===== src/rtl/orsf_pkg.sv =====
`timescale 1ns / 1ps

package orsf_pkg;

   localparam int RING_DEPTH = 16;
   localparam int PAYLOAD_WIDTH = 64;

   localparam int SEQ_WIDTH = 32;
   localparam int FIELD_PAYLOAD_WIDTH = 64;
   localparam int COUNT_WIDTH = 5;
   localparam int PTR_WIDTH = $clog2(RING_DEPTH);
   localparam int HELD_WIDTH = $clog2(RING_DEPTH + 1);

   localparam logic [COUNT_WIDTH-1:0] MAX_RESULTS = COUNT_WIDTH'(16);

   localparam logic ACTION_PUSH = 1'b0;
   localparam logic ACTION_QUERY = 1'b1;

   typedef struct packed {
      logic push;
      logic load;
      logic step;
      logic finish;
   } ctl_cmd_type;

   typedef struct packed {
      logic walk_done;
      logic out_free;
   } ctl_status_type;

endpackage


===== src/rtl/orsf_ctrl.sv =====
`timescale 1ns / 1ps

module orsf_ctrl (
   input  logic                    clock,
   input  logic                    reset,
   input  logic                    req_valid,
   input  logic                    req_action,
   output logic                    req_ready,
   input  orsf_pkg::ctl_status_type status,
   output orsf_pkg::ctl_cmd_type   cmd
);

   localparam logic [1:0] ST_IDLE   = 2'd0;
   localparam logic [1:0] ST_WALK   = 2'd1;
   localparam logic [1:0] ST_FINISH = 2'd2;

   logic [1:0] state_ff;
   logic [1:0] state_in;

   always_comb begin
      state_in   = state_ff;
      req_ready  = 1'b0;
      cmd        = '0;
      unique case (state_ff)
         ST_IDLE: begin
            req_ready = 1'b1;
            if (req_valid) begin
               if (req_action == orsf_pkg::ACTION_PUSH) begin
                  cmd.push = 1'b1;
               end else begin
                  cmd.load = 1'b1;
                  state_in = ST_WALK;
               end
            end
         end
         ST_WALK: begin
            if (status.walk_done) begin
               state_in = ST_FINISH;
            end else begin
               cmd.step = 1'b1;
            end
         end
         ST_FINISH: begin
            if (status.out_free) begin
               cmd.finish = 1'b1;
               state_in   = ST_IDLE;
            end
         end
         default: begin
            state_in = ST_IDLE;
         end
      endcase
   end

   always_ff @(posedge clock) begin
      if (reset) begin
         state_ff <= ST_IDLE;
      end else begin
         state_ff <= state_in;
      end
   end

endmodule


===== src/rtl/orsf_datapath.sv =====
`timescale 1ns / 1ps

module orsf_datapath (
   input  logic                                         clock,
   input  logic                                         reset,
   input  orsf_pkg::ctl_cmd_type                        cmd,
   output orsf_pkg::ctl_status_type                     status,
   input  logic [orsf_pkg::SEQ_WIDTH-1:0]               req_new_seq,
   input  logic [orsf_pkg::FIELD_PAYLOAD_WIDTH-1:0]     req_new_payload,
   input  logic [orsf_pkg::SEQ_WIDTH-1:0]               req_above_seq,
   input  logic [orsf_pkg::COUNT_WIDTH-1:0]             req_max_count,
   output logic                                         rsp_valid,
   input  logic                                         rsp_ready,
   output logic                                         rsp_has_entry,
   output logic [orsf_pkg::SEQ_WIDTH-1:0]               rsp_entry_seq,
   output logic [orsf_pkg::FIELD_PAYLOAD_WIDTH-1:0]     rsp_entry_payload,
   output logic [orsf_pkg::COUNT_WIDTH-1:0]             rsp_emitted_so_far,
   output logic [orsf_pkg::SEQ_WIDTH-1:0]               rsp_total_pushed,
   output logic [orsf_pkg::SEQ_WIDTH-1:0]               rsp_latest_seq,
   output logic                                         rsp_last
);

   localparam int PW = orsf_pkg::PAYLOAD_WIDTH;
   localparam int SW = orsf_pkg::SEQ_WIDTH;
   localparam int CW = orsf_pkg::COUNT_WIDTH;
   localparam int PTRW = orsf_pkg::PTR_WIDTH;
   localparam int HW = orsf_pkg::HELD_WIDTH;
   localparam int FPW = orsf_pkg::FIELD_PAYLOAD_WIDTH;

   // ring storage
   logic [SW-1:0] seq_mem [orsf_pkg::RING_DEPTH];
   logic [PW-1:0] pay_mem [orsf_pkg::RING_DEPTH];

   // ring control
   logic [PTRW-1:0] wp_ff, wp_in;
   logic [HW-1:0]   held_ff, held_in;
   logic [SW-1:0]   total_ff, total_in;
   logic [SW-1:0]   recent_ff, recent_in;

   // walk state
   logic [PTRW-1:0] idx_ff, idx_in;
   logic [HW-1:0]   remain_ff, remain_in;
   logic [CW-1:0]   n_ff, n_in;
   logic [CW-1:0]   limit_ff, limit_in;
   logic [SW-1:0]   since_ff;
   logic            s1_valid_ff, s1_valid_in;
   logic [SW-1:0]   rd_seq_ff;
   logic [PW-1:0]   rd_pay_ff;

   // held-back result
   logic            pend_valid_ff, pend_valid_in;
   logic [SW-1:0]   pend_seq_ff;
   logic [PW-1:0]   pend_pay_ff;
   logic [CW-1:0]   pend_cnt_ff;

   // output register
   logic            out_valid_ff, out_valid_in;
   logic            out_has_ff;
   logic [SW-1:0]   out_seq_ff;
   logic [FPW-1:0]  out_pay_ff;
   logic [CW-1:0]   out_cnt_ff;
   logic [SW-1:0]   out_total_ff;
   logic [SW-1:0]   out_recent_ff;
   logic            out_last_ff;

   logic            out_free;
   logic            match;
   logic            stall;
   logic            advance;
   logic            read_en;
   logic            take;
   logic            out_write;
   logic            out_from_pend;
   logic [PTRW-1:0] oldest;
   logic [HW-1:0]   wp_ext;
   logic [HW-1:0]   wrap_gap;

   assign out_free = !out_valid_ff || rsp_ready;
   assign match    = s1_valid_ff && (rd_seq_ff > since_ff) && (n_ff < limit_ff);
   assign stall    = match && pend_valid_ff && !out_free;
   assign advance  = cmd.step && !stall;
   assign read_en  = advance && (remain_ff != '0);
   assign take     = advance && match;
   assign out_from_pend = take && pend_valid_ff;
   assign out_write = out_from_pend || cmd.finish;

   assign status.out_free  = out_free;
   assign status.walk_done = (n_ff == limit_ff) || ((remain_ff == '0) && !s1_valid_ff);

   // oldest held entry sits held_count places behind the write pointer
   assign wp_ext   = HW'(wp_ff);
   assign wrap_gap = held_ff - wp_ext;
   always_comb begin
      if (wp_ext >= held_ff) begin
         oldest = PTRW'(wp_ext - held_ff);
      end else begin
         oldest = PTRW'(HW'(orsf_pkg::RING_DEPTH) - wrap_gap);
      end
   end

   always_comb begin
      wp_in         = wp_ff;
      held_in       = held_ff;
      total_in      = total_ff;
      recent_in     = recent_ff;
      idx_in        = idx_ff;
      remain_in     = remain_ff;
      n_in          = n_ff;
      limit_in      = limit_ff;
      s1_valid_in   = s1_valid_ff;
      pend_valid_in = pend_valid_ff;
      out_valid_in  = out_valid_ff && !rsp_ready;

      if (cmd.push) begin
         wp_in = (wp_ff == PTRW'(orsf_pkg::RING_DEPTH - 1)) ? '0 : wp_ff + PTRW'(1);
         if (held_ff != HW'(orsf_pkg::RING_DEPTH)) begin
            held_in = held_ff + HW'(1);
         end
         total_in  = total_ff + SW'(1);
         recent_in = req_new_seq;
      end

      if (cmd.load) begin
         idx_in        = oldest;
         remain_in     = held_ff;
         n_in          = '0;
         limit_in      = (req_max_count > orsf_pkg::MAX_RESULTS) ?
                         orsf_pkg::MAX_RESULTS : req_max_count;
         s1_valid_in   = 1'b0;
         pend_valid_in = 1'b0;
      end

      if (advance) begin
         s1_valid_in = read_en;
         if (read_en) begin
            idx_in    = (idx_ff == PTRW'(orsf_pkg::RING_DEPTH - 1)) ? '0 : idx_ff + PTRW'(1);
            remain_in = remain_ff - HW'(1);
         end
      end

      if (take) begin
         n_in          = n_ff + CW'(1);
         pend_valid_in = 1'b1;
      end

      if (cmd.finish) begin
         pend_valid_in = 1'b0;
         s1_valid_in   = 1'b0;
      end

      if (out_write) begin
         out_valid_in = 1'b1;
      end
   end

   always_ff @(posedge clock) begin
      if (reset) begin
         wp_ff         <= '0;
         held_ff       <= '0;
         total_ff      <= '0;
         recent_ff     <= '0;
         idx_ff        <= '0;
         remain_ff     <= '0;
         n_ff          <= '0;
         limit_ff      <= '0;
         s1_valid_ff   <= 1'b0;
         pend_valid_ff <= 1'b0;
         out_valid_ff  <= 1'b0;
      end else begin
         wp_ff         <= wp_in;
         held_ff       <= held_in;
         total_ff      <= total_in;
         recent_ff     <= recent_in;
         idx_ff        <= idx_in;
         remain_ff     <= remain_in;
         n_ff          <= n_in;
         limit_ff      <= limit_in;
         s1_valid_ff   <= s1_valid_in;
         pend_valid_ff <= pend_valid_in;
         out_valid_ff  <= out_valid_in;
      end
   end

   always_ff @(posedge clock) begin
      if (cmd.push) begin
         seq_mem[wp_ff] <= req_new_seq;
         pay_mem[wp_ff] <= req_new_payload[PW-1:0];
      end
   end

   always_ff @(posedge clock) begin
      if (read_en) begin
         rd_seq_ff <= seq_mem[idx_ff];
         rd_pay_ff <= pay_mem[idx_ff];
      end
   end

   always_ff @(posedge clock) begin
      if (cmd.load) begin
         since_ff <= req_above_seq;
      end
      if (take) begin
         pend_seq_ff <= rd_seq_ff;
         pend_pay_ff <= rd_pay_ff;
         pend_cnt_ff <= n_ff + CW'(1);
      end
      if (out_write) begin
         out_total_ff  <= total_ff;
         out_recent_ff <= recent_ff;
         if (out_from_pend || pend_valid_ff) begin
            out_has_ff <= 1'b1;
            out_seq_ff <= pend_seq_ff;
            out_pay_ff <= FPW'(pend_pay_ff);
            out_cnt_ff <= pend_cnt_ff;
         end else begin
            out_has_ff <= 1'b0;
            out_seq_ff <= '0;
            out_pay_ff <= '0;
            out_cnt_ff <= '0;
         end
         out_last_ff <= cmd.finish;
      end
   end

   assign rsp_valid          = out_valid_ff;
   assign rsp_has_entry      = out_has_ff;
   assign rsp_entry_seq      = out_seq_ff;
   assign rsp_entry_payload  = out_pay_ff;
   assign rsp_emitted_so_far = out_cnt_ff;
   assign rsp_total_pushed   = out_total_ff;
   assign rsp_latest_seq     = out_recent_ff;
   assign rsp_last           = out_last_ff;

`ifndef SYNTHESIS
   held_in_range: assert property (@(posedge clock) disable iff (reset)
      held_ff <= HW'(orsf_pkg::RING_DEPTH))
      else $error("held count beyond ring depth");

   count_in_limit: assert property (@(posedge clock) disable iff (reset)
      n_ff <= limit_ff)
      else $error("emitted count beyond query limit");

   no_overwrite: assert property (@(posedge clock) disable iff (reset)
      out_write |-> out_free)
      else $error("output register overwritten while stalled");

   push_counts: assert property (@(posedge clock) disable iff (reset)
      cmd.push |=> (total_ff == $past(total_ff) + SW'(1)))
      else $error("push total did not advance");

   walk_no_push: assert property (@(posedge clock) disable iff (reset)
      (cmd.step || cmd.finish) |-> !cmd.push)
      else $error("push during a snapshot walk");
`endif

endmodule


===== src/rtl/overwriting_ring_seq_filter_readout.sv =====
`timescale 1ns / 1ps
// overwriting ring of sequence-numbered messages with a filtered snapshot readout
// req channel: one transaction per item; req_action selects a push or a snapshot
// query. a push gives no rsp transaction; a full ring loses its oldest entry. a
// query walks the held entries oldest first, one ring read per cycle while the
// walk is not halted, and gives one rsp transaction per entry whose sequence is
// above req_above_seq, up to req_max_count (values above 16 act as 16), or one
// empty transaction when nothing matches or the limit is zero. rsp_last marks the
// end. a match is held back until the next match or the end of the walk shows
// whether it is last. the walk reads through the single read port of the ring
// memory and ends early when req_max_count is reached.
// req_ready is high only between items, so the next item is taken as soon as
// the last result of a query sits in the output register.
// when rsp_ready is low and the output register is full, the walk halts at a
// match that finds a result already held back, and resumes without loss.
// reset (synchronous, active high) empties the ring and clears the totals; the
// ring contents themselves are not cleared and need no clearing pass.

module overwriting_ring_seq_filter_readout (
   input  logic                                     clock,
   input  logic                                     reset,
   input  logic                                     req_valid,
   output logic                                     req_ready,
   input  logic                                     req_action,
   input  logic [orsf_pkg::SEQ_WIDTH-1:0]           req_new_seq,
   input  logic [orsf_pkg::FIELD_PAYLOAD_WIDTH-1:0] req_new_payload,
   input  logic [orsf_pkg::SEQ_WIDTH-1:0]           req_above_seq,
   input  logic [orsf_pkg::COUNT_WIDTH-1:0]         req_max_count,
   output logic                                     rsp_valid,
   input  logic                                     rsp_ready,
   output logic                                     rsp_has_entry,
   output logic [orsf_pkg::SEQ_WIDTH-1:0]           rsp_entry_seq,
   output logic [orsf_pkg::FIELD_PAYLOAD_WIDTH-1:0] rsp_entry_payload,
   output logic [orsf_pkg::COUNT_WIDTH-1:0]         rsp_emitted_so_far,
   output logic [orsf_pkg::SEQ_WIDTH-1:0]           rsp_total_pushed,
   output logic [orsf_pkg::SEQ_WIDTH-1:0]           rsp_latest_seq,
   output logic                                     rsp_last
);

   orsf_pkg::ctl_cmd_type    cmd;
   orsf_pkg::ctl_status_type status;

   orsf_ctrl u_ctrl (
      .clock      (clock),
      .reset      (reset),
      .req_valid  (req_valid),
      .req_action (req_action),
      .req_ready  (req_ready),
      .status     (status),
      .cmd        (cmd)
   );

   orsf_datapath u_datapath (
      .clock              (clock),
      .reset              (reset),
      .cmd                (cmd),
      .status             (status),
      .req_new_seq        (req_new_seq),
      .req_new_payload    (req_new_payload),
      .req_above_seq      (req_above_seq),
      .req_max_count      (req_max_count),
      .rsp_valid          (rsp_valid),
      .rsp_ready          (rsp_ready),
      .rsp_has_entry      (rsp_has_entry),
      .rsp_entry_seq      (rsp_entry_seq),
      .rsp_entry_payload  (rsp_entry_payload),
      .rsp_emitted_so_far (rsp_emitted_so_far),
      .rsp_total_pushed   (rsp_total_pushed),
      .rsp_latest_seq     (rsp_latest_seq),
      .rsp_last           (rsp_last)
   );

endmodule


===== config.mk =====
export PLATFORM = sky130hd
export DESIGN_NAME = overwriting_ring_seq_filter_readout
export DESIGN_NICKNAME = d
export VERILOG_FILES = /design/src/rtl/orsf_pkg.sv /design/src/rtl/orsf_ctrl.sv /design/src/rtl/orsf_datapath.sv /design/src/rtl/overwriting_ring_seq_filter_readout.sv
export SDC_FILE = /design/constraint.sdc
export NUM_CORES = 2
export LEC_CHECK = 0
export ABC_AREA = 1
export ABC_CLOCK_PERIOD_IN_PS = 7600
export BUFFER_PORTS_ARGS = -buffer_cell sky130_fd_sc_hd__buf_4
export CORE_MARGIN = 2
export CORE_UTILIZATION = 61
export DETAILED_ROUTE_END_ITERATION = 8
export GPL_ROUTABILITY_DRIVEN = 0
export HOLD_SLACK_MARGIN = 0.08
export PLACE_DENSITY = 0.8
export SYNTH_ARGS = -nofsm -noshare
export SYNTH_HDL_FRONTEND = slang
export SYNTH_SLANG_ARGS = --single-unit

===== constraint.sdc =====
create_clock -name clock -period 7.6 [get_ports clock]
set_clock_uncertainty 0.05 [all_clocks]
set_input_delay 1.52 -clock clock [delete_from_list [all_inputs] [get_ports clock]]
set_output_delay 1.52 -clock clock [all_outputs]
set_load 0.02 [all_outputs]

==> impl_metrics.py <==
metrics = {
    "status": {
        "outcome": "finished clean",
    },
    "critical_path": {
        "crit_arrival_ns": 4.61,
        "setup.worst_path.end": "u_datapath.rd_pay_ff[12]",
        "critPathRequiredTime_ns": 8.00,
        "r2r_slack_ns": 3.39,
        "crit_path_max_fanout": 50,
        "r2r_start": "u_datapath.rd_seq_ff[27]",
        "worstReg2RegEnd": "u_datapath.rd_pay_ff[12]",
        "worst_path_max_delay_cell": "inv_4",
        "startpoint_type": "flip-flop",
        "critPathLaunch": "u_datapath.rd_seq_ff[27]",
        "cp_cell_sequence": "ha_1 -> a21oi_1 -> o21ai_0 -> nand2_1 -> nand2_1 -> a21oi_1 -> nand2_1 -> nand3_1 -> nand3_2 -> inv_4 -> buf_4",
        "cpMostUsedCell": "nand2_1",
        "worstRegToRegCells": 11,
        "critPathKind": "reg -> reg",
        "max_stage_delay_ns": 0.77,
        "critPathCaptureType": "flip-flop",
    },
    "layout": {
        "nets": 5579,
        "finalNonFillerCells": 7200,
        "n_fill_cell": 7639,
        "area_growth_pct": 13.1,
        "drive_above_1_share_pct": 12.4,
        "design_area_um2": 87600,
    },
    "die": {
        "start_util_pct": 61.6,
        "die_w_um": 360,
        "io_pins": 307,
        "die_h_um": 360,
        "die_area_um2": 130000,
        "core_um2": 126000,
        "num_rows": 130,
    },
    "timing": {
        "setup_violations": 0,
        "layout_min_cycle_time_ns": 4.21,
        "period_share_pct": 55.4,
        "worstMarginPinSlew_ns": 1.31,
        "drv_slew": 0,
        "tns_ns": 0,
        "fmax_mhz": 237,
        "rsz0062_at_grt": "false",
        "report.final.hold_viol_count": 0,
        "relSlewSlack_pct": 12.9,
        "fin_ws_ns": 3.39,
    },
    "detailed_routing": {
        "num_vias": 45600,
        "drc": 0,
        "drtAntennaViolNets": 0,
        "wire_per_inst_um": 24.6,
        "vias_per_cell": 6.33,
        "first_pass_iters": 6,
        "drt-total-wl_um": 177000,
        "first_iter_violations": 6415,
    },
    "logic_synthesis": {
        "synthesis.nets": 5345,
        "ys_types": 46,
        "synth.avg_cell_area_um2": 15.0,
        "netlist.top_cell.by_area": "edfxtp_1",
        "synth_adder_area_share_pct": 0.850,
        "yosys-top-cells-area": "edfxtp_1, mux2i_1, o221ai_1",
        "synth_cells": 5155,
        "mappedNetlistArea_um2": 77400,
        "synth-xor-area-share_pct": 0.158,
        "synthMuxAreaShare_pct": 3.96,
        "yosys_warnings": 0,
        "ys_ff_latch": 2029,
        "synth_top_area_share_pct": 74.9,
        "synth-simple-area-share_pct": 6.38,
        "seq_area_frac_synth_pct": 77.4,
        "synth_top_family_by_area": "compound AO/OA/AOI/OAI gates",
        "synth_compound_area_share_pct": 8.47,
    },
    "clock_network": {
        "cts-root-buf": "clkbuf_16",
        "ctsHtreeMaxLevel": 4,
        "ctsResizeCount": 0,
        "cts_sinks": 2029,
        "clk_pin_slew_ns": 0.06,
        "cts_buffers": 188,
        "cts.hold.buffers_added": 0,
        "cts_buffer_depth": 3,
        "tritoncts": "done",
        "clkLatencyLatePin_ns": 0.83,
        "postCtsSetupRepairBufs": 0,
    },
    "global_route": {
        "grt_pass1_vias": 44800,
        "grtUsageMet1_pct": 36.9,
        "met3_usage_pct": 5.42,
        "grt_first_pass_wirelength_um": 266000,
        "antenna_found_initial": 13,
        "gr-total-overflow": 0,
        "grt_max_degree": 233,
        "grt-busiest-layer": "met2",
        "use_met2_pct": 43.5,
        "grt_usage_pct": 27.0,
    },
    "min_path": {
        "hold_path_class": "reg -> reg",
    },
    "pwr": {
        "leakagePower_nw": 29.2,
        "finalPower_mw": 23.3,
        "power_density_nw_per_um2": 266,
        "peakVddDrop_mv": 0.265,
    },
    "placed_design": {
        "post-place-ws_ns": 3.14,
        "placed_cells": 6849,
        "hpwl_um": 93700,
        "io_buffers": 306,
        "dpl_cell_area_um2": 81300,
    },
    "job": {
        "max_cap_viol_count": 0,
    },
}
state kept, by name, indices dropped and copies added (netlist names), 64 cells and up:
signal / cells
u_datapath.rsp_entry_payload: 64
u_datapath.rd_pay_ff: 64
u_datapath.pend_pay_ff: 64
u_datapath.seq_mem: 512
u_datapath.pay_mem: 1024
final cells by class:
class                           instances  area, um^2  share of cell area [%]
Antenna cell                            6        15.0                  0.0171
Clock buffer                          241        5070                    5.78
Clock inverter                        104        1210                    1.38
Inverter                              227         872                   0.995
Multi-Input combinational cell       2577       15500                    17.7
Sequential cell                      2029       60000                    68.5
Tap cell                             1650        2060                    2.36
Timing Repair Buffer                  366        2940                    3.35
per-stage QoR:
| step | util, % | hold slack, ns |
|---|---|---|
| floorplan | - | 0.350 |
| detailed placement | 64.7 | 0.355 |
| global placement | 64.7 | 0.352 |
| global route | 69.7 | 0.375 |
| finish | 69.7 | 0.354 |
| CTS | 69.7 | 0.361 |
power breakdown:
group | switching, mW | total, mW | internal, mW
logic | 0.967 | 1.39 | 0.428
registers | 0.0783 | 12.4 | 12.4
clock network | 4.09 | 9.49 | 5.40
total | 5.13 | 23.3 | 18.2
how the worst min path moves through the flow:
stage / startpoint / to / cells past startpoint
2_1_floorplan: u_datapath.rd_pay_ff[0] / u_datapath.pend_pay_ff[0] / 0
3_3_place_gp: u_datapath.rd_pay_ff[28] / u_datapath.pend_pay_ff[28] / 0
3_5_place_dp: u_datapath.rd_pay_ff[34] / u_datapath.pend_pay_ff[34] / 0
4_1_cts: u_datapath.rd_pay_ff[7] / u_datapath.pend_pay_ff[7] / 0
5_1_grt: u_datapath.rd_pay_ff[48] / u_datapath.pend_pay_ff[48] / 0
6_report: u_datapath.rd_pay_ff[48] / u_datapath.pend_pay_ff[48] / 0
synth_stat cells, drive strengths merged:
library cell	instances
a31oi	3
o31ai	1
buf	71
and3	1
mux2i	306
clkbuf	251
and2	1
nand4	13
clkinv	3
ha	51
nor3b	1
o21ai	458
a211oi	5
o211ai	72
o221ai	306
nor2	694
nor3	26
a21oi	54
o32ai	72
nor4	5
xor2	11
o41ai	1
o21a	1
nand3	147
a22oi	1
dfxtp	97
or2	2
nand2	332
fa	1
edfxtp	1932
inv	224
o22ai	7
a21o	2
xnor2	3
cells in the final DEF, fill, tap and decap left out, types with 15 or more instances in the layout:
cell type,n
ha_1,51
o21ai_0,456
dfxtp_1,92
inv_1,219
a21oi_1,54
nand2_1,329
o32ai_1,72
o211ai_1,72
clkbuf_16,190
bufinv_16,19
o221ai_1,306
edfxtp_1,1932
mux2i_1,306
buf_12,15
buf_4,351
nor3_1,24
nor2_1,673
clkinv_1,33
nor2_4,17
clkinv_2,23
clkbuf_1,39
nand3_1,144
routing by layer:
metal / wire length, um / vias to the layer above
met1: 69200 / 22700
met4: 4560 / 12
met2: 86200 / 2501
li1: - / 20000
met3: 17000 / 332
met5: 78 / -
worst max-delay path: cells and delay by family, from the launching register on:
family	cells	cell delay, ns
compound gates	3	0.69
fa+ha+maj	1	0.33
buf+inv	2	1.51
flops	1	0.41
simple gates	5	0.75
kinds of logic (layout without fill, tap and decap cells):
family | count (synthesis) | in the layout
DFF | 2029 | 2029
and+or+nand+nor | 1222 | 1222
AOI/OAI and AO/OA | 983 | 983
buffers and inverters | 549 | 938
muxes | 306 | 306
adders and majority gates | 52 | 52
xor gates and xnor gates | 14 | 14
other | 0 | 6
Power figures use the tool's default switching activity.
